$ cat src/sv/thruster_on_time_step_timer_defines.svh
// ----------------------------------------------------------------------------
// thruster on-time step timer assertion macros
// shared concurrent assertion forms, clocked on clk with reset rst_n
// ----------------------------------------------------------------------------
`ifndef THRUSTER_ON_TIME_STEP_TIMER_DEFINES_SVH
`define THRUSTER_ON_TIME_STEP_TIMER_DEFINES_SVH

// property that must hold at every edge outside reset
`define TOTS_ASSERT_ALWAYS(label, expr, msg) \
    label: assert property (@(posedge clk) disable iff (!rst_n) (expr)) \
        else $error(msg);

// implication property, antecedent and consequent given as one property expression
`define TOTS_ASSERT_IMPL(label, prop, msg) \
    label: assert property (@(posedge clk) disable iff (!rst_n) prop) \
        else $error(msg);

`endif

$ cat src/sv/tots_pkg.sv
// ----------------------------------------------------------------------------
// tots_pkg
// types and constants of the thruster on-time step timer
// ----------------------------------------------------------------------------
`timescale 1ns / 1ps

package tots_pkg;

    localparam int CHANNELS   = 2;
    localparam int DATA_W     = 32;
    // numerator 2t+s needs two bits above the field width
    localparam int NUM_W      = DATA_W + 2;
    localparam int DEN_W      = DATA_W + 1;
    localparam int DIV_STEPS  = NUM_W;
    localparam int CNT_W      = $clog2(DIV_STEPS);
    localparam int CFG_IDX_W  = 2;

    localparam logic [DATA_W-1:0] TIME_STEP_RESET = 32'd655;

    typedef enum logic [CFG_IDX_W-1:0] {
        REG_TIME_STEP = 2'd0,
        REG_FORCE_A   = 2'd1,
        REG_FORCE_B   = 2'd2
    } cfg_reg_t;

    typedef enum logic [1:0] {
        S_IDLE,
        S_DIV,
        S_FIRE
    } state_t;

    typedef struct packed {
        logic              new_command;
        logic [DATA_W-1:0] on_time_a;
        logic [DATA_W-1:0] on_time_b;
    } in_item_t;

    typedef struct packed {
        logic [DATA_W-1:0] thrust_a;
        logic [DATA_W-1:0] thrust_b;
    } out_item_t;

endpackage

$ cat src/sv/thruster_on_time_step_timer.sv
// ----------------------------------------------------------------------------
// thruster on-time step timer
// two-channel firing timer: on-time over tick period, rounded half up,
// counted down one step per control tick
// ----------------------------------------------------------------------------
//  channel | direction | handshake            | payload
//  in      | sink      | in_valid / in_ready   | in_data (tots_pkg::in_item_t)
//  out     | source    | out_valid / out_ready | out_data (tots_pkg::out_item_t)
//  cfg     | sink      | cfg_valid / cfg_ready | cfg_index, cfg_data
//
//  a tick without a command: result registered at the accepting edge
//  a command tick: the bit-serial restoring divider in S_DIV makes one quotient bit
//  per cycle (both channels side by side), then S_FIRE loads the step counters
//  in_ready waits for S_IDLE and for the output register to be free or being emptied
//  rst_n clears the step counters, the state and time_step back to 0.01 s
// ----------------------------------------------------------------------------
`timescale 1ns / 1ps
`include "thruster_on_time_step_timer_defines.svh"

module thruster_on_time_step_timer (
    input  logic                                 clk,
    input  logic                                 rst_n,
    input  logic                                 in_valid,
    output logic                                 in_ready,
    input  tots_pkg::in_item_t                   in_data,
    output logic                                 out_valid,
    input  logic                                 out_ready,
    output tots_pkg::out_item_t                  out_data,
    input  logic                                 cfg_valid,
    output logic                                 cfg_ready,
    input  logic [tots_pkg::CFG_IDX_W-1:0]       cfg_index,
    input  logic [tots_pkg::DATA_W-1:0]          cfg_data
);

    import tots_pkg::*;

    state_t              state_reg, state_next;
    logic [CNT_W-1:0]    cnt_reg, cnt_next;
    logic [DATA_W-1:0]   time_step_reg, time_step_next;
    logic [DATA_W-1:0]   force_reg [CHANNELS];
    logic [DATA_W-1:0]   force_next [CHANNELS];
    logic [DATA_W-1:0]   remain_reg [CHANNELS];
    logic [DATA_W-1:0]   remain_next [CHANNELS];
    // numerator shifts out at the top while quotient bits shift in below
    logic [NUM_W-1:0]    nq_reg [CHANNELS];
    logic [NUM_W-1:0]    nq_next [CHANNELS];
    logic [DEN_W-1:0]    rem_reg [CHANNELS];
    logic [DEN_W-1:0]    rem_next [CHANNELS];
    logic                out_valid_reg, out_valid_next;
    out_item_t           out_data_reg, out_data_next;

    always_ff @(posedge clk or negedge rst_n)
    begin
        if (!rst_n)
        begin
            state_reg     <= S_IDLE;
            cnt_reg       <= '0;
            time_step_reg <= TIME_STEP_RESET;
            out_valid_reg <= 1'b0;
            for (int i = 0; i < CHANNELS; i++)
            begin
                force_reg[i]  <= '0;
                remain_reg[i] <= '0;
            end
        end
        else
        begin
            state_reg     <= state_next;
            cnt_reg       <= cnt_next;
            time_step_reg <= time_step_next;
            out_valid_reg <= out_valid_next;
            for (int i = 0; i < CHANNELS; i++)
            begin
                force_reg[i]  <= force_next[i];
                remain_reg[i] <= remain_next[i];
            end
        end
    end

    // datapath registers, no reset needed
    always_ff @(posedge clk)
    begin
        out_data_reg <= out_data_next;
        for (int i = 0; i < CHANNELS; i++)
        begin
            nq_reg[i]  <= nq_next[i];
            rem_reg[i] <= rem_next[i];
        end
    end

    always_comb
    begin
        logic [DATA_W-1:0] on_time [CHANNELS];
        logic [DATA_W-1:0] thrust  [CHANNELS];
        logic [DATA_W-1:0] steps   [CHANNELS];
        logic [NUM_W-1:0]  trial   [CHANNELS];
        logic [NUM_W-1:0]  diff    [CHANNELS];
        logic [DEN_W-1:0]  den;

        state_next     = state_reg;
        cnt_next       = cnt_reg;
        time_step_next = time_step_reg;
        out_valid_next = out_valid_reg;
        out_data_next  = out_data_reg;
        on_time[0]     = in_data.on_time_a;
        on_time[1]     = in_data.on_time_b;
        den            = {time_step_reg, 1'b0};
        for (int i = 0; i < CHANNELS; i++)
        begin
            force_next[i]  = force_reg[i];
            remain_next[i] = remain_reg[i];
            nq_next[i]     = nq_reg[i];
            rem_next[i]    = rem_reg[i];
            thrust[i]      = '0;
            steps[i]       = remain_reg[i];
            trial[i]       = {rem_reg[i], nq_reg[i][NUM_W-1]};
            diff[i]        = trial[i] - {1'b0, den};
        end

        in_ready = (state_reg == S_IDLE) && (!out_valid_reg || out_ready);

        if (out_valid_reg && out_ready)
        begin
            out_valid_next = 1'b0;
        end

        case (state_reg)
            S_IDLE:
            begin
                if (in_valid && in_ready)
                begin
                    if (in_data.new_command)
                    begin
                        for (int i = 0; i < CHANNELS; i++)
                        begin
                            nq_next[i]  = {1'b0, on_time[i], 1'b0} + {2'b00, time_step_reg};
                            rem_next[i] = '0;
                        end
                        cnt_next   = '0;
                        state_next = S_DIV;
                    end
                    else
                    begin
                        for (int i = 0; i < CHANNELS; i++)
                        begin
                            if (steps[i] != '0)
                            begin
                                thrust[i]      = force_reg[i];
                                remain_next[i] = steps[i] - 1'b1;
                            end
                        end
                        out_data_next.thrust_a = thrust[0];
                        out_data_next.thrust_b = thrust[1];
                        out_valid_next         = 1'b1;
                    end
                end
            end
            S_DIV:
            begin
                // one restoring step per cycle in each lane
                for (int i = 0; i < CHANNELS; i++)
                begin
                    if (!diff[i][NUM_W-1])
                    begin
                        rem_next[i] = diff[i][DEN_W-1:0];
                        nq_next[i]  = {nq_reg[i][NUM_W-2:0], 1'b1};
                    end
                    else
                    begin
                        rem_next[i] = trial[i][DEN_W-1:0];
                        nq_next[i]  = {nq_reg[i][NUM_W-2:0], 1'b0};
                    end
                end
                cnt_next = cnt_reg + 1'b1;
                if (cnt_reg == CNT_W'(DIV_STEPS - 1))
                begin
                    state_next = S_FIRE;
                end
            end
            S_FIRE:
            begin
                // quotient never exceeds 32 bits since time_step is non-zero
                for (int i = 0; i < CHANNELS; i++)
                begin
                    steps[i]       = nq_reg[i][DATA_W-1:0];
                    remain_next[i] = steps[i];
                    if (steps[i] != '0)
                    begin
                        thrust[i]      = force_reg[i];
                        remain_next[i] = steps[i] - 1'b1;
                    end
                end
                out_data_next.thrust_a = thrust[0];
                out_data_next.thrust_b = thrust[1];
                out_valid_next         = 1'b1;
                state_next             = S_IDLE;
            end
            default:
            begin
                state_next = S_IDLE;
            end
        endcase

        if (cfg_valid && cfg_ready)
        begin
            case (cfg_index)
                REG_TIME_STEP:
                begin
                    if (cfg_data != '0)
                    begin
                        time_step_next = cfg_data;
                    end
                end
                REG_FORCE_A: force_next[0] = cfg_data;
                REG_FORCE_B: force_next[1] = cfg_data;
                default:     ;
            endcase
        end
    end

    assign cfg_ready = 1'b1;
    assign out_valid = out_valid_reg;
    assign out_data  = out_data_reg;

    `TOTS_ASSERT_ALWAYS(a_time_step_nonzero, time_step_reg != '0, "time_step register is zero")
    `TOTS_ASSERT_IMPL(a_ready_only_idle, (in_ready |-> state_reg == S_IDLE), "ready while busy")
    `TOTS_ASSERT_IMPL(a_no_result_in_div, (state_reg == S_DIV |-> !out_valid_reg), "result held during division")
    `TOTS_ASSERT_IMPL(a_plain_tick_result, (in_valid && in_ready && !in_data.new_command |=> out_valid_reg), "plain tick gave no result")
    `TOTS_ASSERT_IMPL(a_fire_returns_idle, (state_reg == S_FIRE |=> state_reg == S_IDLE && out_valid_reg), "fire step did not complete")

endmodule

$ cat config.mk
export PLATFORM = sky130hd
export DESIGN_NAME = thruster_on_time_step_timer
export DESIGN_NICKNAME = d
export VERILOG_FILES = /design/src/sv/tots_pkg.sv /design/src/sv/thruster_on_time_step_timer.sv
export VERILOG_INCLUDE_DIRS = /design/src /design/src/sv
export SDC_FILE = /design/constraint.sdc
export NUM_CORES = 1
export LEC_CHECK = 0
export BUFFER_PORTS_ARGS = -buffer_cell sky130_fd_sc_hd__buf_4
export CAP_MARGIN = 30
export CELL_PAD_IN_SITES_DETAIL_PLACEMENT = 1
export CELL_PAD_IN_SITES_GLOBAL_PLACEMENT = 1
export CORE_MARGIN = 8
export CORE_UTILIZATION = 39
export CTS_BUF_LIST = sky130_fd_sc_hd__clkbuf_8
export CTS_CLUSTER_SIZE = 20
export DETAILED_ROUTE_END_ITERATION = 8
export GPL_TIMING_DRIVEN = 0
export PLACE_DENSITY_LB_ADDON = 0.1
export REMOVE_ABC_BUFFERS = 1
export SLEW_MARGIN = 5
export SYNTH_ARGS = -nofsm -noshare
export SYNTH_HDL_FRONTEND = slang
export SYNTH_SLANG_ARGS = --single-unit
$ cat constraint.sdc
create_clock -name clk -period 6.45 [get_ports clk]
set_input_delay 0 -clock clk [delete_from_list [all_inputs] [get_ports clk]]
set_output_delay 0 -clock clk [all_outputs]
set_load 0.02 [all_outputs]
# Yosys cells after proc, flatten, opt, wreduce, memory -nomap -nowiden
# Memories as Yosys holds them, arrays and structs flattened.
# Cells that the tools add are included.
[word_totals]
regBits = 233
ram_bits = 134
elab_cells = 89
mem_count = 2
input_bits = 104
output_inout_bits = 67
[classes]
add_sub_neg = 9
n_mux = 35
n_eq_ne = 11
n_reduce_logical = 22
[memory_table]
columns = ["name", "words", "width", "read_ports", "rd_clocked_by_memory_dff", "write_ports", "line", "text"]
rows = [
  ["nq_reg", 2, 34, 2, 0, 2, "thruster_on_time_step_timer.sv:45", "logic [NUM_W-1:0] nq_reg [CHANNELS];"],
  ["rem_reg", 2, 33, 2, 0, 2, "thruster_on_time_step_timer.sv:47", "logic [DEN_W-1:0] rem_reg [CHANNELS];"],
]
[ops]
columns = ["cell", "count"]
rows = [
  ["2-to-1 mux 32 bit", 8],
  ["2-to-1 mux 64 bit", 4],
  ["case mux 64 bit (2 select lines)", 2],
  ["nonzero test 32 bit", 5],
  ["2-to-1 mux 68 bit", 2],
  ["case mux 68 bit (2 select lines)", 1],
  ["2-to-1 mux 66 bit", 2],
  ["case mux 66 bit (2 select lines)", 1],
  ["subtractor 32 x 1 -> 32 bit, second input constant", 4],
  ["adder 33 x 32 -> 34 bit", 2],
  ["subtractor 34 x 33 -> 34 bit", 2],
  ["2-to-1 mux 33 bit", 2],
  ["2-to-1 mux 6 bit", 2],
  ["case mux 6 bit (2 select lines)", 1],
  ["AND reduction 3 bit", 4],
  ["AND reduction 4 bit", 2],
  ["adder 6 x 1 -> 6 bit, second input constant", 1],
  ["== test 6 bit, second input constant", 1],
  ["2-to-1 mux 2 bit", 3],
  ["!= test 2 x 1 -> 1 bit, second input constant", 3],
  ["!= test 2 bit, second input constant", 3],
  ["2-to-1 mux 1 bit", 5],
  ["== test 2 x 1 -> 1 bit, second input constant", 2],
  ["== test 2 bit, second input constant", 2],
  ["8 further kinds", 13],
]

# Logic depth before layout (Yosys ltp)
# Gate-level depths: netlist of the first run.
[logic_depth]
depth_word = 6
depth_mapped = 14
mapped_depth_nobuf = 12

# Worst setup path before layout of the first run
# Ideal clock, no wire load.
[synth_path]
kind = "register -> register"
from = "reg state_reg[1] (netlist name)"
to = "mem nq_reg[0][0] (netlist name), enable pin"
path_stages_with_launch = 6
path_buffers = 3
slack_ps = 1726
period_less_slack_ps = 4724
t_arrival_ps = 3577
required_ps = 5303
setup_time_ps = 1147
path_cell_list = "dfrtp_1 -> nand2b_1 -> clkbuf_1 -> clkbuf_1 -> buf_1 -> nand2_1"
[synth_rtl]
columns = ["element", "line"]
rows = [
  ["end, declared", "thruster_on_time_step_timer.sv:45"],
]

==> results of run 1 <==
## synthesized netlist by cell type, types with 46 or more instances
cell type / number
sky130_fd_sc_hd__mux2_2: 98
sky130_fd_sc_hd__inv_1: 82
sky130_fd_sc_hd__a21oi_1: 211
sky130_fd_sc_hd__nor3_1: 59
sky130_fd_sc_hd__and2_1: 72
sky130_fd_sc_hd__nand2_1: 170
sky130_fd_sc_hd__xor2_1: 66
sky130_fd_sc_hd__edfxtp_1: 198
sky130_fd_sc_hd__clkbuf_1: 77
sky130_fd_sc_hd__nand3_1: 83
sky130_fd_sc_hd__o21ai_0: 168
sky130_fd_sc_hd__a21o_1: 54
sky130_fd_sc_hd__xnor2_1: 86
sky130_fd_sc_hd__dfrtp_1: 163
sky130_fd_sc_hd__ha_1: 132
sky130_fd_sc_hd__nor4_1: 46
sky130_fd_sc_hd__nor2_1: 203
## through the flow
stage	instance area [um2]	instances	utilization, %	power [uW]	setup TNS, ns
2_1_floorplan	23200	2353	-	9020	-166.65
3_3_place_gp	25500	3304	42.3	10700	-1108.77
3_5_place_dp	26100	3329	43.4	11100	0
4_1_cts	28500	3551	47.4	13700	0
5_1_grt	28500	3555	47.4	14600	0
6_report	28600	3556	47.4	13600	0
## path summary, 6_finish.rpt
kind                                   from              to  slack (ns)  depth (start not counted)
min in group asynchronous             rst_n  remain_reg[37]        0.46                          4
min reg2reg                   force_reg[12]   force_reg[12]        0.49                          1
max                        time_step_reg[2]  rem_reg[0][32]        2.03                         12
max reg2reg                time_step_reg[2]  rem_reg[0][32]        2.03                         12
min                             in_data[12]   nq_reg[0][47]        0.05                          4
max in group asynchronous             rst_n   force_reg[28]        5.48                          4
## cells by family after synthesis
family                     after synthesis  synth area share (%)
AOI/OAI and AO/OA                      677                  17.7
xor gates and xnor gates               152                  5.62
adders and majority gates              136                  7.30
buffers and inverters                  191                  3.27
DFF                                    367                  43.0
muxes                                  121                  5.63
other                                    1                0.0158
and+or+nand+nor                        815                  17.5
## power breakdown
group          total (uW)  internal [uW]  switching (uW)
registers            4660           3750             908
logic                6460           2700            3770
clock network        2450           1320            1130
total               13600           7760            5810
## layout make-up
type / count / area, um2
fillers: 6725 / 31700
multi-input cells: 1902 / 12800
flip-flops and latches: 367 / 10200
repair buffers: 284 / 2720
clock buffers: 82 / 1130
well taps: 782 / 978
clock inverters: 51 / 364
inverters: 84 / 318
diodes: 4 / 10.0
## critical path, stage by stage (launching register included)
cell and delay [ns]:
sky130_fd_sc_hd__dfstp_2 0.74, sky130_fd_sc_hd__inv_1 0.14, sky130_fd_sc_hd__ha_1 0.37, sky130_fd_sc_hd__nand2b_1 0.10
sky130_fd_sc_hd__a21o_1 0.19, sky130_fd_sc_hd__a21oi_2 0.25, sky130_fd_sc_hd__a41o_1 0.35, sky130_fd_sc_hd__a2111oi_2 0.15
sky130_fd_sc_hd__or4_1 0.60, sky130_fd_sc_hd__nand3_2 0.30, sky130_fd_sc_hd__buf_12 0.24, sky130_fd_sc_hd__nand2_1 0.30
sky130_fd_sc_hd__o32ai_1 0.40
## layer usage
metal  wire [um]  share of wire (%)
met5           0                  0
met4        2980                3.8
met3        2410                3.1
met2       36100                 47
met1       36100                 47
==> impl_metrics.py, run 1 <==
metrics = {
    "yosys": {
        "synthesis.area_um2": 23700,
        "synth_edf_count": 198,
        "ys_types": 89,
        "synth-seq-cells": 367,
        "synth_top_cells_by_area": "sky130_fd_sc_hd__edfxtp_1 25%, sky130_fd_sc_hd__dfrtp_1 17%, sky130_fd_sc_hd__ha_1 7.0%",
        "synthesis.yosys.warnings": 0,
        "synth_area_leader_cell": "sky130_fd_sc_hd__edfxtp_1",
        "postSynth.topFlopCell": "sky130_fd_sc_hd__edfxtp_1",
        "netlist_instances": 2460,
        "fraction_of_synthesis_flops_using_an_asynchronous_set_or_reset_pin_pct": 46.0,
        "sequential_fraction_of_the_synthesis_area_pct": 43.0,
        "yosysTopAreaCellShare_pct": 25.1,
        "syn-mean-instance-area_um2": 9.64,
    },
    "global_routing": {
        "grt-busiest-layer": "met2",
        "pin_count_of_the_biggest_net_entering_global_routing": 97,
        "grt_util_all_layers_pct": 22.0,
        "wire_length_of_the_first_global_routing_pass_um": 122000,
        "antenna_violations_before_repair": 4,
        "use_met3_pct": 2.99,
        "global_route.usage.met1_pct": 29.2,
        "gr-usage-met2_pct": 36.0,
        "overflow": 0,
        "vias_in_the_first_global_route": 21200,
    },
    "clock_network": {
        "tritoncts": "done",
        "cts.sinks": 367,
        "cts-resized-gates": 0,
        "numCtsBuffers": 73,
        "clk_root_buffer_cell": "sky130_fd_sc_hd__clkbuf_8",
        "cts.hold.buffers_added": 89,
        "cts.clk_slew.worst_paths_ns": 0.06,
        "htree_num_levels": 3,
        "clkLatencyLatePin_ns": 0.68,
        "clk_path_buf_depth": 3,
        "post-cts-setup-buffers": 0,
    },
    "sta": {
        "report.final.setup_viol": 0,
        "worstMarginPinSlew_ns": 0.824,
        "fmax_mhz": 226,
        "timing.slew.headroom_pct": 45.0,
        "grt_setup_unrepaired": "false",
        "post_route_setup_slack_ns": 2.03,
        "slew_violations": 0,
        "fin_hold_ws_ns": 0.0543,
        "period_needed_ns": 4.42,
        "report.final.hold_viol_count": 0,
        "timing.final.crit_share_pct": 68.6,
        "fin_skew_ns": 0.0599,
    },
    "final_layout": {
        "nets": 2952,
        "layout_common_cells": "208 x sky130_fd_sc_hd__a21oi_1, 203 x sky130_fd_sc_hd__nor2_1, 198 x sky130_fd_sc_hd__edfxtp_1",
        "area_delta_synth_final_pct": 20.4,
        "largest_register_ffs": 68,
        "layout.cells.most_common": "sky130_fd_sc_hd__a21oi_1",
        "final_layout_size_suffix_gt1_share_pct": 16.0,
    },
    "critical_path": {
        "critPathCaptureType": "flip-flop",
        "setup.worst_path.start_class": "flip-flop",
        "worstPathMaxFanout": 27,
        "path_class": "flip-flop to flip-flop",
        "crit_required_ns": 6.88,
        "worst_endpoint_data_arrival_time_ns": 4.86,
    },
    "drt": {
        "via_count": 20100,
        "drt-vias-per-instance": 5.64,
        "mean_routed_wirelength_per_cell_um": 21.8,
        "wirelength_um": 77600,
        "detail-route-antenna-nets": 0,
        "detail_route.first_pass.iterations": 6,
        "initialDrtViolationCount": 1176,
        "drt_drc_violations_left": 0,
    },
    "run": {
        "cap_viol_max_count": 0,
    },
    "floorplanning": {
        "chipHeight_um": 263,
        "die_width_um": 263,
        "ios": 171,
        "starting_density_of_the_core_pct": 39.3,
        "placeableCoreArea_um2": 60200,
        "std_cell_rows": 90,
        "fp.dieArea_um2": 68900,
    },
    "placement": {
        "hpwlAfterDp_um": 56900,
        "place_worst_setup_slack_ns": 1.98,
        "buffer_ports.inserted": 169,
        "finalWeightedCongestion": 0.867,
    },
    "min_path": {
        "hold_class": "input pin to flip-flop",
    },
    "status": {
        "run_status": "complete, no violations",
    },
    "power_and_ir_drop": {
        "p_leak_uw": 0.0116,
        "power_density_nw_per_um2": 475,
        "max-vdd-ir-drop_v": 0.000222,
    },
}
Note: power is estimated with default switching activity, not from simulation.
==> run 2, diff against run 1 <==
--- a/config.mk
+++ b/config.mk
@@ -6,6 +6,7 @@
 export SDC_FILE = /design/constraint.sdc
 export NUM_CORES = 1
 export LEC_CHECK = 0
+export ABC_AREA = 1
 export BUFFER_PORTS_ARGS = -buffer_cell sky130_fd_sc_hd__buf_4
 export CAP_MARGIN = 30
 export CELL_PAD_IN_SITES_DETAIL_PLACEMENT = 1
==> constraint.sdc (replaced) <==
create_clock -name clk -period 3.85 [get_ports clk]
set_input_delay 0 -clock clk [delete_from_list [all_inputs] [get_ports clk]]
set_output_delay 0 -clock clk [all_outputs]
set_load 0.02 [all_outputs]
==> run 2 against run 1 <==
  * Register-to-register slack got worse by 1.7 ns
  * Combinational power increased by 100%
  * Die area increased by 18%
  * Non-clock buffer count increased by 8
  * Global-route usage increased by 4.0 points
  * Cell count increased by 53%
  * Synthesized cell count increased by 69%
  * Utilization decreased by 1.1 points
  * Synthesized area increased by 19%
  * Wire length increased by 38%
  * Power increased by 80%
  * Critical path type unchanged
  * Critical endpoint is now remain_reg[48]
  * Largest power group unchanged
==> impl_metrics.py, run 2 <==
metrics = {
    "critical_path": {
        "critPathCaptureType": "flip-flop",
        "crit_family": "simple AND/OR/NAND/NOR gates",
        "crit_path_max_incr_delay_ns": 0.56,
        "crit_required_ns": 4.48,
        "setup.worst_path.start_class": "flip-flop",
        "cells_along_the_critical_path": "nor2_2, inv_1, nor2_2, nand2_1, o21ai_4, buf_12, nand2_2, inv_6, o21ai_0, o21ai_0",
        "path_class": "flip-flop to flip-flop",
        "depth_of_the_critical_timing_path_with_buffers_and_inverters_included": 10,
        "worst_endpoint_data_arrival_time_ns": 4.18,
        "crit_buf_inv": 3,
        "timing.reg2reg.worst_path_depth": 10,
        "worstPathMaxFanout": 35,
        "critPathSlowestCell": "sky130_fd_sc_hd__o21ai_4",
    },
    "power_and_ir_drop": {
        "post-layout-total-power_uw": 24500,
        "max-vdd-ir-drop_v": 0.000493,
        "clkPwrFrac_pct": 17.1,
        "power_report.internal_total_uw": 12600,
        "p_leak_uw": 0.0165,
        "power_density_nw_per_um2": 740,
        "switching_power_uw": 11900,
        "power_switching_share_pct": 48.6,
        "share_seq_of_total_power_pct": 30.0,
        "comb_power_share_pct": 52.9,
    },
    "drt": {
        "initialDrtViolationCount": 1647,
        "detail-route-antenna-nets": 0,
        "drt_drc_violations_left": 0,
        "wirelength_um": 107000,
        "detail_route.first_pass.iterations": 5,
        "drt-vias-per-instance": 5.16,
        "via_count": 28000,
        "mean_routed_wirelength_per_cell_um": 19.8,
    },
    "floorplanning": {
        "die_width_um": 285,
        "starting_density_of_the_core_pct": 39.4,
        "ios": 171,
        "fp.dieArea_um2": 81000,
        "placeableCoreArea_um2": 71500,
        "std_cell_rows": 98,
        "chipHeight_um": 285,
    },
    "final_layout": {
        "layout.cells.most_common": "sky130_fd_sc_hd__nand2_1",
        "layout_common_cells": "1,344 x sky130_fd_sc_hd__nand2_1, 582 x sky130_fd_sc_hd__nor2_1, 537 x sky130_fd_sc_hd__inv_1",
        "largest_register_ffs": 68,
        "nets": 4656,
        "postLayoutCellArea_um2": 33100,
        "final_layout_size_suffix_gt1_share_pct": 8.18,
        "area_delta_synth_final_pct": 17.6,
    },
    "yosys": {
        "syn-mean-instance-area_um2": 6.78,
        "sequential_fraction_of_the_synthesis_area_pct": 36.2,
        "fraction_of_synthesis_flops_using_an_asynchronous_set_or_reset_pin_pct": 46.0,
        "yosysTopAreaCellShare_pct": 21.1,
        "ys_types": 51,
        "synthesis.area_um2": 28100,
        "netlist_instances": 4147,
        "ys_top_cells_by_count": "1,346 x sky130_fd_sc_hd__nand2_1, 584 x sky130_fd_sc_hd__nor2_1, 508 x sky130_fd_sc_hd__inv_1",
        "synth_area_leader_cell": "sky130_fd_sc_hd__edfxtp_1",
        "postSynth.topFlopCell": "sky130_fd_sc_hd__edfxtp_1",
        "post-synth-top-count-cell": "sky130_fd_sc_hd__nand2_1",
        "synthesis.yosys.warnings": 0,
        "synth-seq-cells": 367,
        "synth_edf_count": 198,
        "synth_top_cells_by_area": "sky130_fd_sc_hd__edfxtp_1 21%, sky130_fd_sc_hd__nand2_1 18%, sky130_fd_sc_hd__dfrtp_1 14%",
    },
    "sta": {
        "post_route_setup_slack_ns": 0.297,
        "period_needed_ns": 3.55,
        "slew_violations": 0,
        "report.final.setup_viol": 0,
        "grt_setup_unrepaired": "false",
        "fin_hold_ws_ns": 0.0551,
        "timing.slew.headroom_pct": 35.4,
        "fmax_mhz": 281,
        "fin_skew_ns": 0.0652,
        "worstMarginPinSlew_ns": 0.966,
        "report.final.hold_viol_count": 0,
        "timing.final.crit_share_pct": 92.3,
    },
    "placement": {
        "place_worst_setup_slack_ns": -0.511,
        "hpwlAfterDp_um": 82900,
        "buffer_ports.inserted": 169,
        "finalWeightedCongestion": 0.916,
        "place_area_um2": 30500,
    },
    "clock_network": {
        "cts.clk_slew.worst_paths_ns": 0.06,
        "post-cts-setup-buffers": 0,
        "cts.sinks": 367,
        "numCtsBuffers": 74,
        "tritoncts": "done",
        "clk_path_buf_depth": 3,
        "clk_root_buffer_cell": "sky130_fd_sc_hd__clkbuf_8",
        "htree_num_levels": 3,
        "clkLatencyLatePin_ns": 0.71,
    },
    "global_routing": {
        "wire_length_of_the_first_global_routing_pass_um": 167000,
        "overflow": 0,
        "pin_count_of_the_biggest_net_entering_global_routing": 93,
        "vias_in_the_first_global_route": 29300,
        "grt_util_all_layers_pct": 26.0,
        "antenna_violations_before_repair": 3,
    },
    "run": {
        "cap_viol_max_count": 0,
    },
    "min_path": {
        "hold-path-cell-count": 4,
        "hold_class": "input pin to flip-flop",
    },
    "status": {
        "run_status": "complete, no violations",
    },
}
run 2: changes by cell type after synthesis, moves of 45 or more:
cell	change
sky130_fd_sc_hd__a21o_1	-45
sky130_fd_sc_hd__a21oi_1	-47
sky130_fd_sc_hd__and2_1	-54
sky130_fd_sc_hd__inv_1	+426
sky130_fd_sc_hd__mux2_2	-98
sky130_fd_sc_hd__nand2_1	+1176
sky130_fd_sc_hd__nand3_1	+201
sky130_fd_sc_hd__nor2_1	+381
sky130_fd_sc_hd__o21ai_0	+70
run 2: worst paths after layout:
kind / startpoint / slack, ns / to
min in group asynchronous: rst_n / 0.56 / remain_reg[31]
setup / recovery: state_reg[1] / 0.30 / remain_reg[48]
setup reg to reg: state_reg[1] / 0.30 / remain_reg[48]
hold / removal: in_data[2] / 0.06 / nq_reg[0][37]
max in group asynchronous: rst_n / 2.38 / time_step_reg[9]
hold reg to reg: remain_reg[29] / 0.48 / remain_reg[29]
run 2: kinds of logic after synthesis:
logic type               count (synthesis)  synth area share [%]
adder cells (fa/ha/maj)                136                  6.15
AND/OR/NAND/NOR                       2402                  35.2
AO/OA/AOI/OAI                          477                  8.93
other                                    1                0.0133
XOR/XNOR                               147                  4.58
flip-flops                             367                  36.2
buffers and inverters                  617                  8.92
run 2: final cells by class:
type                    instances  area, um2
clock buffers                  88       1210
well taps                     950       1190
multi-input cells            3164      15500
flip-flops and latches        367      10200
clock inverters                49        319
diodes                          3       7.51
fillers                      9282      38400
inverters                     517       1970
repair buffers                292       2720
run 2: layer usage:
layer / part of all wire (%) / wire length, um / global-route usage [%]
met1: 44 / 47700 / 33.3
met5: 0 / 0 / 0
met4: 4.8 / 5170 / 11.0
met3: 4.0 / 4350 / 4.02
met2: 47 / 50200 / 43.5
run 2: worst min-delay path, cell delays in order:
cell                      delay (ns)
sky130_fd_sc_hd__buf_4          0.12
sky130_fd_sc_hd__ha_1           0.23
sky130_fd_sc_hd__o21ai_0        0.11
sky130_fd_sc_hd__o21ai_0        0.16
run 2: power by group through the flow:
stage	clock network [uW]	registers, uW	logic [uW]
CTS	4310	7340	13000
global placement	0	7420	12300
global route	4460	7500	14800
finish	4180	7350	13000
floorplan	0	6950	9290
detailed placement	0	7390	12800
run 2: per-stage QoR:
| step | TNS (ns) | std cells | utilization (%) |
|---|---|---|---|
| 2_1_floorplan | -2024.05 | 4047 | - |
| 3_3_place_gp | -5046.01 | 5166 | 42.0 |
| 3_5_place_dp | -18.68 | 5187 | 42.7 |
| 4_1_cts | 0 | 5427 | 46.3 |
| 5_1_grt | 0 | 5429 | 46.3 |
| 6_report | 0 | 5430 | 46.3 |
run 2: what timing repair did:
| action | 4_1_cts | 5_1_grt |
|---|---|---|
| cloned | 1 | 0 |
| setup endpoints to repair | 53 | 2 |
| gates resized for setup | 3 | 1 |
| hold endpoints to repair | 331 | 0 |
| hold buffers | 102 | 0 |
